`config.mk`:
```
export PLATFORM = sky130hd
export DESIGN_NAME = polyphonic_voice_allocator
export DESIGN_NICKNAME = d
export VERILOG_FILES = /design/src/design/pva_pkg.sv /design/src/design/polyphonic_voice_allocator.sv /design/src/design/pva_ram.sv
export SDC_FILE = /design/constraint.sdc
export NUM_CORES = 1
export LEC_CHECK = 0
export ABC_AREA = 1
export BUFFER_PORTS_ARGS = -buffer_cell sky130_fd_sc_hd__buf_4
export CAP_MARGIN = 20
export CORE_ASPECT_RATIO = 0.5
export CORE_UTILIZATION = 35
export DETAILED_ROUTE_END_ITERATION = 8
export GPL_TIMING_DRIVEN = 0
export PLACE_DENSITY_LB_ADDON = 0.05
export SETUP_SLACK_MARGIN = 0.4
export SLEW_MARGIN = 5
export SYNTH_ARGS = -nofsm -noshare
export SYNTH_HDL_FRONTEND = slang
export SYNTH_SLANG_ARGS = --single-unit
```
`constraint.sdc`:
```
create_clock -name clk -period 9.91 [get_ports clk]
set_input_delay 1.4865 -clock clk [delete_from_list [all_inputs] [get_ports clk]]
set_output_delay 1.4865 -clock clk [all_outputs]
set_load 0.05 [all_outputs]
```
`src/design/pva_pkg.sv`:
```
// Package for the polyphonic voice allocator: constants, state type and note arithmetic.
package pva_pkg;

  // Default number of voices in the voice table.
  localparam int unsigned PVA_VOICES = 18;

  // Field widths of the event and result items.
  localparam int unsigned NOTE_W   = 7;
  localparam int unsigned VOICE_W  = 5;
  localparam int unsigned PITCH_W  = 4;
  localparam int unsigned OCTAVE_W = 5;
  localparam int unsigned COUNT_W  = 8;

  // Note arithmetic constants.
  localparam int unsigned NOTE_OFFSET      = 5;
  localparam int unsigned NOTES_PER_OCTAVE = 12;
  localparam int unsigned OCTAVE_BIAS      = 2;

  // Event operation codes.
  localparam logic OP_NOTE_OFF = 1'b0;
  localparam logic OP_NOTE_ON  = 1'b1;

  // Sequencer states.
  typedef enum logic [1:0] {
    ST_IDLE,
    ST_SCAN,
    ST_DONE
  } pva_state_t;

  // Pitch class and octave block of one note.
  typedef struct packed {
    logic [PITCH_W-1:0]         pitch;
    logic signed [OCTAVE_W-1:0] octave;
  } pva_tone_t;

  // Split note+5 into (note+5)%12 and (note+5)/12-2. The quotient uses a
  // multiply by 171/2048, which is exact for the range 0..132.
  function automatic pva_tone_t note_to_tone(input logic [NOTE_W-1:0] note);
    logic [7:0]  shifted;
    logic [15:0] prod;
    logic [3:0]  quot;
    logic [7:0]  rem;
    pva_tone_t   tone;
    shifted     = 8'(note) + 8'(NOTE_OFFSET);
    prod        = 16'(shifted) * 16'd171;
    quot        = prod[14:11];
    rem         = shifted - 8'(8'(quot) * 8'(NOTES_PER_OCTAVE));
    tone.pitch  = rem[PITCH_W-1:0];
    tone.octave = OCTAVE_W'(5'(quot) - 5'(OCTAVE_BIAS));
    return tone;
  endfunction

endpackage

```
`src/design/polyphonic_voice_allocator.sv`:
```
// Polyphonic voice allocator: voice table sequencer around a voice-note RAM.
//
// The input channel carries note events (in_operation: 1 = note on,
// 0 = note off, in_note: note number). A note-on takes the lowest free
// voice; a note-off frees the lowest voice that holds the note. Each
// key event returns one item on the output channel with the voice, key
// state, pitch class, octave block and the activity count after it.
// Ignored events (note-on of note 0, note-on with every voice busy,
// note-off of a note not held) give no output item.
//
// An event is checked against the voice table one entry per cycle
// through the RAM's single read port until the first match or the
// last voice; its result then waits in the done state for the output
// register. A note-on of note 0 is dropped on acceptance, and only
// one event is in work at a time.
// The output register holds a result while out_stall is high; the next
// event is accepted meanwhile, and its own result waits for the slot.
// Reset marks every voice free (through per-voice valid bits, so no
// clearing pass is needed), clears the count and empties the output.
module polyphonic_voice_allocator #(
  parameter int unsigned VOICES = pva_pkg::PVA_VOICES
) (
  input  logic                                 clk,
  input  logic                                 rst_n,
  input  logic                                 in_valid,
  output logic                                 in_stall,
  input  logic                                 in_operation,
  input  logic [pva_pkg::NOTE_W-1:0]           in_note,
  output logic                                 out_valid,
  input  logic                                 out_stall,
  output logic [pva_pkg::VOICE_W-1:0]          out_voice,
  output logic                                 out_key_on,
  output logic [pva_pkg::PITCH_W-1:0]          out_pitch_index,
  output logic signed [pva_pkg::OCTAVE_W-1:0]  out_octave_block,
  output logic [pva_pkg::COUNT_W-1:0]          out_active_count
);

  import pva_pkg::*;

  localparam int unsigned AW   = (VOICES > 1) ? $clog2(VOICES) : 1;
  localparam int unsigned VW   = (AW > VOICE_W) ? AW : VOICE_W;
  localparam logic [AW-1:0] LAST = AW'(VOICES - 1);
  localparam logic [COUNT_W-1:0] COUNT_MAX = '1;

  pva_state_t         state_r, state_nxt;
  logic               op_r;
  logic [NOTE_W-1:0]  note_r;
  logic [NOTE_W-1:0]  key_r;
  logic [AW-1:0]      rd_addr_r;
  logic               issue_r;
  logic               chk_vld_r;
  logic [AW-1:0]      chk_idx_r;
  logic               found_r;
  logic [AW-1:0]      hit_idx_r;
  logic [VOICES-1:0]  vld_r;
  logic [COUNT_W-1:0] count_r, count_nxt;

  logic               out_valid_r;
  logic [VOICE_W-1:0] out_voice_r;
  logic               out_key_on_r;
  logic [PITCH_W-1:0] out_pitch_r;
  logic signed [OCTAVE_W-1:0] out_octave_r;
  logic [COUNT_W-1:0] out_count_r;

  logic               accept;
  logic               ignore_evt;
  logic [NOTE_W-1:0]  ram_rdata;
  logic [NOTE_W-1:0]  entry;
  logic               hit;
  logic               scan_end;
  logic               out_free;
  logic               finish;
  logic               out_load;
  logic               ram_we;
  logic [NOTE_W-1:0]  ram_wdata;
  logic [VW-1:0]      voice_wide;
  pva_tone_t          tone;

  // Voice-note storage.
  pva_ram #(
    .WIDTH (NOTE_W),
    .DEPTH (VOICES)
  ) u_voice_ram (
    .clk   (clk),
    .we    (ram_we),
    .waddr (hit_idx_r),
    .wdata (ram_wdata),
    .raddr (rd_addr_r),
    .rdata (ram_rdata)
  );

  // Event acceptance; a note-on of note 0 is taken and dropped at once.
  assign accept     = in_valid && !in_stall;
  assign ignore_evt = (in_operation == OP_NOTE_ON) && (in_note == '0);

  // Compare the entry read last cycle; a never-written voice reads as free.
  assign entry    = vld_r[chk_idx_r] ? ram_rdata : '0;
  assign hit      = chk_vld_r && (entry == key_r);
  assign scan_end = chk_vld_r && (chk_idx_r == LAST);

  // The output slot can take a new result when empty or being drained.
  assign out_free = !out_valid_r || !out_stall;

  // Next-state logic.
  always_comb begin
    state_nxt = state_r;
    case (state_r)
      ST_IDLE: begin
        if (accept && !ignore_evt) begin
          state_nxt = ST_SCAN;
        end
      end
      ST_SCAN: begin
        if (hit || scan_end) begin
          state_nxt = ST_DONE;
        end
      end
      ST_DONE: begin
        if (!found_r || out_free) begin
          state_nxt = ST_IDLE;
        end
      end
      default: state_nxt = ST_IDLE;
    endcase
  end

  // Output and control logic of the sequencer.
  always_comb begin
    in_stall = 1'b1;
    finish   = 1'b0;
    out_load = 1'b0;
    case (state_r)
      ST_IDLE: in_stall = 1'b0;
      ST_SCAN: in_stall = 1'b1;
      ST_DONE: begin
        finish   = !found_r || out_free;
        out_load = found_r && out_free;
      end
      default: in_stall = 1'b1;
    endcase
  end

  // Table write-back: a note-on stores the note, a note-off frees the voice.
  assign ram_we    = out_load;
  assign ram_wdata = (op_r == OP_NOTE_ON) ? note_r : '0;

  // Activity count: saturating rise on note-on, floored fall on note-off.
  always_comb begin
    count_nxt = count_r;
    if (op_r == OP_NOTE_ON) begin
      if (count_r != COUNT_MAX) begin
        count_nxt = count_r + 1'b1;
      end
    end else if (count_r != '0) begin
      count_nxt = count_r - 1'b1;
    end
  end

  // Result fields.
  assign tone       = note_to_tone(note_r);
  assign voice_wide = VW'(hit_idx_r);

  // Sequencer and scan control registers.
  always_ff @(posedge clk) begin
    if (!rst_n) begin
      state_r   <= ST_IDLE;
      issue_r   <= 1'b0;
      chk_vld_r <= 1'b0;
      found_r   <= 1'b0;
    end else begin
      state_r   <= state_nxt;
      chk_vld_r <= (state_r == ST_SCAN) && issue_r && !hit;
      if (state_r == ST_IDLE && accept && !ignore_evt) begin
        issue_r <= 1'b1;
        found_r <= 1'b0;
      end else if (state_r == ST_SCAN) begin
        if (hit || rd_addr_r == LAST) begin
          issue_r <= 1'b0;
        end
        if (hit) begin
          found_r <= 1'b1;
        end
      end
    end
  end

  // Payload registers of the event in work, scan pointer and hit index.
  always_ff @(posedge clk) begin
    chk_idx_r <= rd_addr_r;
    if (state_r == ST_IDLE && accept) begin
      op_r      <= in_operation;
      note_r    <= in_note;
      key_r     <= (in_operation == OP_NOTE_ON) ? '0 : in_note;
      rd_addr_r <= '0;
    end else if (state_r == ST_SCAN && issue_r && rd_addr_r != LAST) begin
      rd_addr_r <= rd_addr_r + 1'b1;
    end
    if (hit) begin
      hit_idx_r <= chk_idx_r;
    end
  end

  // Voice valid bits and activity count.
  always_ff @(posedge clk) begin
    if (!rst_n) begin
      vld_r   <= '0;
      count_r <= '0;
    end else begin
      if (ram_we) begin
        vld_r[hit_idx_r] <= 1'b1;
      end
      if (finish) begin
        count_r <= count_nxt;
      end
    end
  end

  // Output register.
  always_ff @(posedge clk) begin
    if (!rst_n) begin
      out_valid_r <= 1'b0;
    end else if (out_load) begin
      out_valid_r <= 1'b1;
    end else if (!out_stall) begin
      out_valid_r <= 1'b0;
    end
  end

  always_ff @(posedge clk) begin
    if (out_load) begin
      out_voice_r  <= voice_wide[VOICE_W-1:0];
      out_key_on_r <= op_r;
      out_pitch_r  <= tone.pitch;
      out_octave_r <= tone.octave;
      out_count_r  <= count_nxt;
    end
  end

  assign out_valid        = out_valid_r;
  assign out_voice        = out_voice_r;
  assign out_key_on       = out_key_on_r;
  assign out_pitch_index  = out_pitch_r;
  assign out_octave_block = out_octave_r;
  assign out_active_count = out_count_r;

  // The voice table is not modified while a scan is running.
  assert property (@(posedge clk) disable iff (!rst_n)
    (state_r == ST_SCAN) |=> $stable(vld_r))
    else $error("voice valid bits changed during a scan");

  // A result is only produced for an event that found its voice.
  assert property (@(posedge clk) disable iff (!rst_n)
    out_load |-> (found_r && state_r == ST_DONE))
    else $error("result loaded without a matching voice");

  // A found voice lies inside the table.
  assert property (@(posedge clk) disable iff (!rst_n)
    (state_r == ST_DONE && found_r) |-> (hit_idx_r <= LAST))
    else $error("voice index out of range");

  // A key-on result always reports a nonzero activity count.
  assert property (@(posedge clk) disable iff (!rst_n)
    (out_valid && out_key_on) |-> (out_active_count != '0))
    else $error("key-on result with zero activity count");

endmodule

```
`src/design/pva_ram.sv`:
```
// Generic single-port-write, single-port-read RAM with registered read data.
module pva_ram #(
  parameter int unsigned WIDTH = 8,
  parameter int unsigned DEPTH = 16,
  localparam int unsigned AW = (DEPTH > 1) ? $clog2(DEPTH) : 1
) (
  input  logic             clk,
  input  logic             we,
  input  logic [AW-1:0]    waddr,
  input  logic [WIDTH-1:0] wdata,
  input  logic [AW-1:0]    raddr,
  output logic [WIDTH-1:0] rdata
);

  logic [WIDTH-1:0] mem [DEPTH];
  logic [WIDTH-1:0] rdata_r;

  // Write port and registered read port.
  always_ff @(posedge clk) begin
    if (we) begin
      mem[waddr] <= wdata;
    end
    rdata_r <= mem[raddr];
  end

  assign rdata = rdata_r;

endmodule

```
After elaboration in Yosys (flattened, before gate mapping). Memory sizes are Yosys's and may differ from the RTL's. A register that Yosys moved wholly into a read port is not among the register bits. Cells that the tools add are included.

Memory bits (writable): 126. Bits of input ports: 12. Output and inout bits: 25. Register bits: 85. Word-level logic and storage cells: 96. Memories kept: 1.

Multipliers: 2. Reductions and logical operators: 30. Bitwise logic cells: 2. Multiplexer cells: 23. $add $sub $neg: 6. Eq/ne operators: 11. $lt $le $gt $ge: 3.

Memories: u_voice_ram.mem (depth 18, width 7, rd ports 1, clocked after Yosys merged registers in 1, write ports 1, RTL line pva_ram.sv:15) `logic [WIDTH-1:0] mem [DEPTH];`.

Operators by type and width (number): 8-bit two-way mux (3); 18-bit OR (1); 8-bit by 8-bit multiplier with 15-bit output, second input constant (1); 7-bit two-way mux (2); 1-bit logical AND (12); 5-bit by 6-bit less-than comparator with 1-bit output, second input constant (2); 1-bit two-way mux (12); 5-bit == test, second input constant (2); 7-bit by 3-bit adder with 8-bit output, second input constant (1); 8-bit by 1-bit adder with 8-bit output, second input constant (1); 8-bit != test, second input constant (1); 8-bit nonzero test (1); 8-bit by 1-bit subtractor with 8-bit output, second input constant (1); 7-bit == test (1); 7-bit logical NOT (1); 2-bit two-way mux (3); 2-bit case mux with 3 select lines (1); 5-bit by 1-bit adder with 5-bit output, second input constant (1); 1-bit binary-select mux with 5-bit select (1); 1-bit demux with 5-bit select (1); 5-bit by 1-bit >= comparator with 1-bit output, second input constant (1); 1-bit logical NOT (5); 5-bit != test, second input constant (1); 4-bit by 2-bit subtractor with 5-bit output, second input constant (1); 13 further kinds (20).

Logic depth before layout (Yosys ltp).
Depth after elaboration: 9. Mapped depth: 26. Depth with buffers taken out: 26.

Cells and area by module. Synthesis repeated with hierarchy kept, for this count alone.

Cells, all modules: 1161. Area total of the unflattened synthesis: 10805.4 µm².

Modules (own cells, without submodules): pva_ram (area an instance 5674.2 µm², cells an instance 542, seq. area each 3923.8 µm², times used 1); polyphonic_voice_allocator (area an instance 5131.2 µm², cells an instance 619, seq. area each 2132.0 µm², times used 1).

Worst setup path after synthesis. No wires, ideal clock.

Path kind: register to register. Start point: register note_r[0]. End point: register out_pitch_r[3], in the netlist out_pitch_index[3], data pin. Arrival time: 4.443 ns. Required time: 9.650 ns. Setup time: 0.260 ns. Cell stages (with the launch flop): 23. Clock period less this slack: 4.702 ns. Buffers on the path: 0. Path slack: 5.208 ns. Cell sequence: edfxtp_1 > nor2_1 > nor2_1 > nand2_1 > nand2_1 > inv_1 > ha_1 > fa_1 > fa_1 > inv_1 > fa_1 > inv_1 > ha_1 > a21oi_1 > nor2_1 > a211oi_1 > nand2_1 > or2_2 > nand2_1 > inv_1 > ha_1 > xor2_1 > xnor2_1.

RTL lines: from (decl) (RTL line polyphonic_voice_allocator.sv:47) `logic [NOTE_W-1:0] note_r;`; from (signal assigned) (RTL line polyphonic_voice_allocator.sv:192) `note_r <= in_note;`; to (signal assigned) (RTL line polyphonic_voice_allocator.sv:233) `out_pitch_r <= tone.pitch;`; to (decl) (RTL line polyphonic_voice_allocator.sv:61) `logic [PITCH_W-1:0] out_pitch_r;`.

==> flow_metrics.env <==
export IMPL_die_area_um2=29500
export IMPL_critPathLaunchType="flop"
export IMPL_async_reset_ff_share_pct=0
export IMPL_place_inst=1413
export IMPL_dr_pass1_iters=5
export IMPL_tightest_slew_ps=1100
export IMPL_rr_startpoint="note_r[0]"
export IMPL_cts_max_path_buffers=3
export IMPL_synthFlopType="edfxtp_1"
export IMPL_cts_hold_buf=0
export IMPL_place_ws_ps=4650
export IMPL_grt_ovfl_total=0
export IMPL_cts_made_buffers=22
export IMPL_area_growth_pct=14.8
export IMPL_drt_first_iter_violations=444
export IMPL_wl_met1_mm=12.5
export IMPL_leakage_nw=4.63
export IMPL_max_cap_violations=0
export IMPL_fin_total_pwr_w=0.00284
export IMPL_placed_area_um2=10800
export IMPL_setup_viol=0
export IMPL_synth_most_common_cell="edfxtp_1"
export IMPL_ys_seq_area_share_pct=60.2
export IMPL_syn_inst=992
export IMPL_port_buffers=36
export IMPL_r2r_cells=22
export IMPL_whs_path_depth=0
export IMPL_wl_mm=25.0
export IMPL_reg2reg_slack_ps=4720
export IMPL_grt_pass1_wl_mm=38.5
export IMPL_vias=6995
export IMPL_yosysTopAreaCellShare_pct=50.5
export IMPL_syn_area_per_cell_um2=10.1
export IMPL_end_kind="flop"
export IMPL_ys_types=35
export IMPL_antenna_found_initial=0
export IMPL_synth_commonest_cells="edfxtp_1, nor2_1, nand2_1"
export IMPL_wl_met3_mm=1.01
export IMPL_irDropWorstVdd_uv=149
export IMPL_clk_pin_slew_ps=60
export IMPL_yosys_register_bits=218
export IMPL_fin_tns_setup_ps=0
export IMPL_hold_viol_final=0
export IMPL_syn_area_um2=10100
export IMPL_dieWidth_um=242
export IMPL_top_layer_used="met4"
export IMPL_routedWlPerCell_um=17.2
export IMPL_post_cts_buffers=0
export IMPL_cts_root_buf="clkbuf_16"
export IMPL_drv_slew=0
export IMPL_stdcell_area_um2=11600
export IMPL_clock_skew_ps=29.4
export IMPL_final_min_clock_period_ps=5190
export IMPL_synth_edf_count=169
export IMPL_hold_path_end="chk_idx_r[2]"
export IMPL_drive_gt1_share_pct=7.93
export IMPL_gp_congestion=0.839
export IMPL_vias_per_cell=4.81
export IMPL_htreeDepth=1
export IMPL_max_slew_margin_pct=26.3
export IMPL_postCtsResizedCells=0
export IMPL_min_period_over_period_pct=52.3
export IMPL_grt_pass1_vias=6699
export IMPL_rsz0062_at_grt="no"
export IMPL_syn_nets=1060
export IMPL_rr_endpoint="out_pitch_index[3]"
export IMPL_cp_data_arrival_time_ps=5450
export IMPL_drcViolationCount=0
export IMPL_n_antenna_cell=0
export IMPL_synthTopCellsByArea="edfxtp_1, dfxtp_1, nor2_1, ha_1, nand2_1"
export IMPL_critPathMaxFanout=6
export IMPL_grt_total_usage_pct=17.1
export IMPL_core_area_um2=28000
export IMPL_grt_start_max_net_pins=29
export IMPL_yosys_area_top_type="edfxtp_1"
export IMPL_dp_hpwl_mm=18.0
export IMPL_crit_type="flop to flop"
export IMPL_tritoncts="yes"
export IMPL_ant_nets=0
export IMPL_max_freq_ghz=0.193
export IMPL_yosys_warnings=0
export IMPL_clock_sinks=218
export IMPL_p_per_area_nw_per_um2=246
export IMPL_wl_met2_mm=11.2
export IMPL_hold_path_startpoint="rd_addr_r[2]"
export IMPL_fin_cells=1454
export IMPL_setup_ws_ps=4720
export IMPL_status="finished clean"
export IMPL_start_util_pct=36.0
export IMPL_final_nets=1124
export IMPL_ios=37
export IMPL_worstSkewPairLatency_ps=540
export IMPL_rows=43
export IMPL_hold_path_class="flop to flop"
export IMPL_worstPathRequired_ps=10170
export IMPL_die_h_um=122
## worst max path at each step
stage                   start            endpoint  slack, ps  cells past startpoint
finish              note_r[0]  out_pitch_index[3]       4720                     22
global route        note_r[0]  out_pitch_index[3]       4330                     22
CTS                 note_r[0]  out_pitch_index[3]       4640                     22
detailed placement  note_r[0]  out_pitch_index[3]       4650                     22
global placement    note_r[0]  out_pitch_index[3]       4700                     22
floorplan           note_r[0]  out_pitch_index[3]       5210                     22
## routing by layer
metal | vias to the layer above | GRT usage (%)
met5 | - | 0
met4 | 0 | 3.16
met3 | 26 | 2.73
met2 | 153 | 27.4
met1 | 3339 | 24.6
li1 | 3477 | -
## worst max-delay path, stage by stage (launching register included)
cell and delay, ps:
edfxtp_1 490, nor2_1 330, nor2_1 90, nand2_1 100, nand2_1 110, inv_1 210
ha_1 300, fa_1 490, fa_1 520, inv_1 50, fa_1 530, inv_1 40
ha_1 320, a21oi_1 140, nor2_1 50, a211oi_1 160, nand2_1 90, or2_2 270
nand2_1 90, inv_1 60, ha_1 180, xor2_1 170, xnor2_1 120
## power breakdown
part	internal [W]	switching [W]	total [W]
logic	0.000344	0.000585	0.000929
clock network	0.000454	0.000355	0.000808
registers	0.00107	0.0000307	0.00110
total	0.00187	0.000970	0.00284
## layout make-up
class                   instances  area, um2
plain buffers                  29        128
flip-flops and latches        218       6060
fillers                      2727      16400
inverters                     139        522
repair buffers                 40        329
well taps                     382        478
multi-input cells             606       3360
clock inverters                 2       21.3
clock buffers                  38        662
## cell usage in the layout, fill, tap and decap left out, types with 2 or more instances in the layout
cell type    n
ha_1        45
inv_2        3
clkbuf_1    36
buf_2        4
nand3_1     36
nor2_2       4
a21oi_1     21
clkbuf_8     3
buf_6        3
dfxtp_1     49
o22ai_1     28
clkbuf_16   23
o21ai_0     92
buf_4       36
edfxtp_1   169
nand3b_1     2
xnor2_1      5
inv_1      135
fa_1        11
nand4_1     15
o221ai_1     3
or2_2        2
nor2_1     160
o2111ai_1    2
xor2_1      13
o211ai_1     7
nand3_2      2
nand2_1    142
nor3_1       8
## state kept, by name, summed over array words and instances (netlist names), 2 cells and up
| name | cells |
|---|---|
| hit_idx_r | 5 |
| out_voice | 5 |
| vld_r | 18 |
| note_r | 7 |
| out_octave_block | 5 |
| u_voice_ram.mem | 126 |
| u_voice_ram.rdata | 7 |
| out_pitch_index | 4 |
| rd_addr_r | 5 |
| count_r | 8 |
| chk_idx_r | 5 |
| out_active_count | 8 |
| key_r | 7 |
| state_r | 2 |
## through the flow
stage / hold WS (ps) / utilization (%)
CTS: 352 / 41.2
global route: 359 / 41.3
finish: 348 / 41.3
detailed placement: 338 / 38.7
floorplan: 326 / -
global placement: 338 / 38.6
## cells by family (layout without fill, tap and decap cells)
kind of cell    after synthesis  count (layout)  share of synthesized area [%]
compound gates              158             158                           8.72
xor+xnor                     18              18                           1.57
fa+ha+maj                    56              56                           7.79
buf+inv                     168             248                           6.46
flops                       218             218                           60.2
other cells                   1               1                         0.0373
simple gates                373             373                           15.2
No activity file was read; power rests on OpenSTA's default activity.
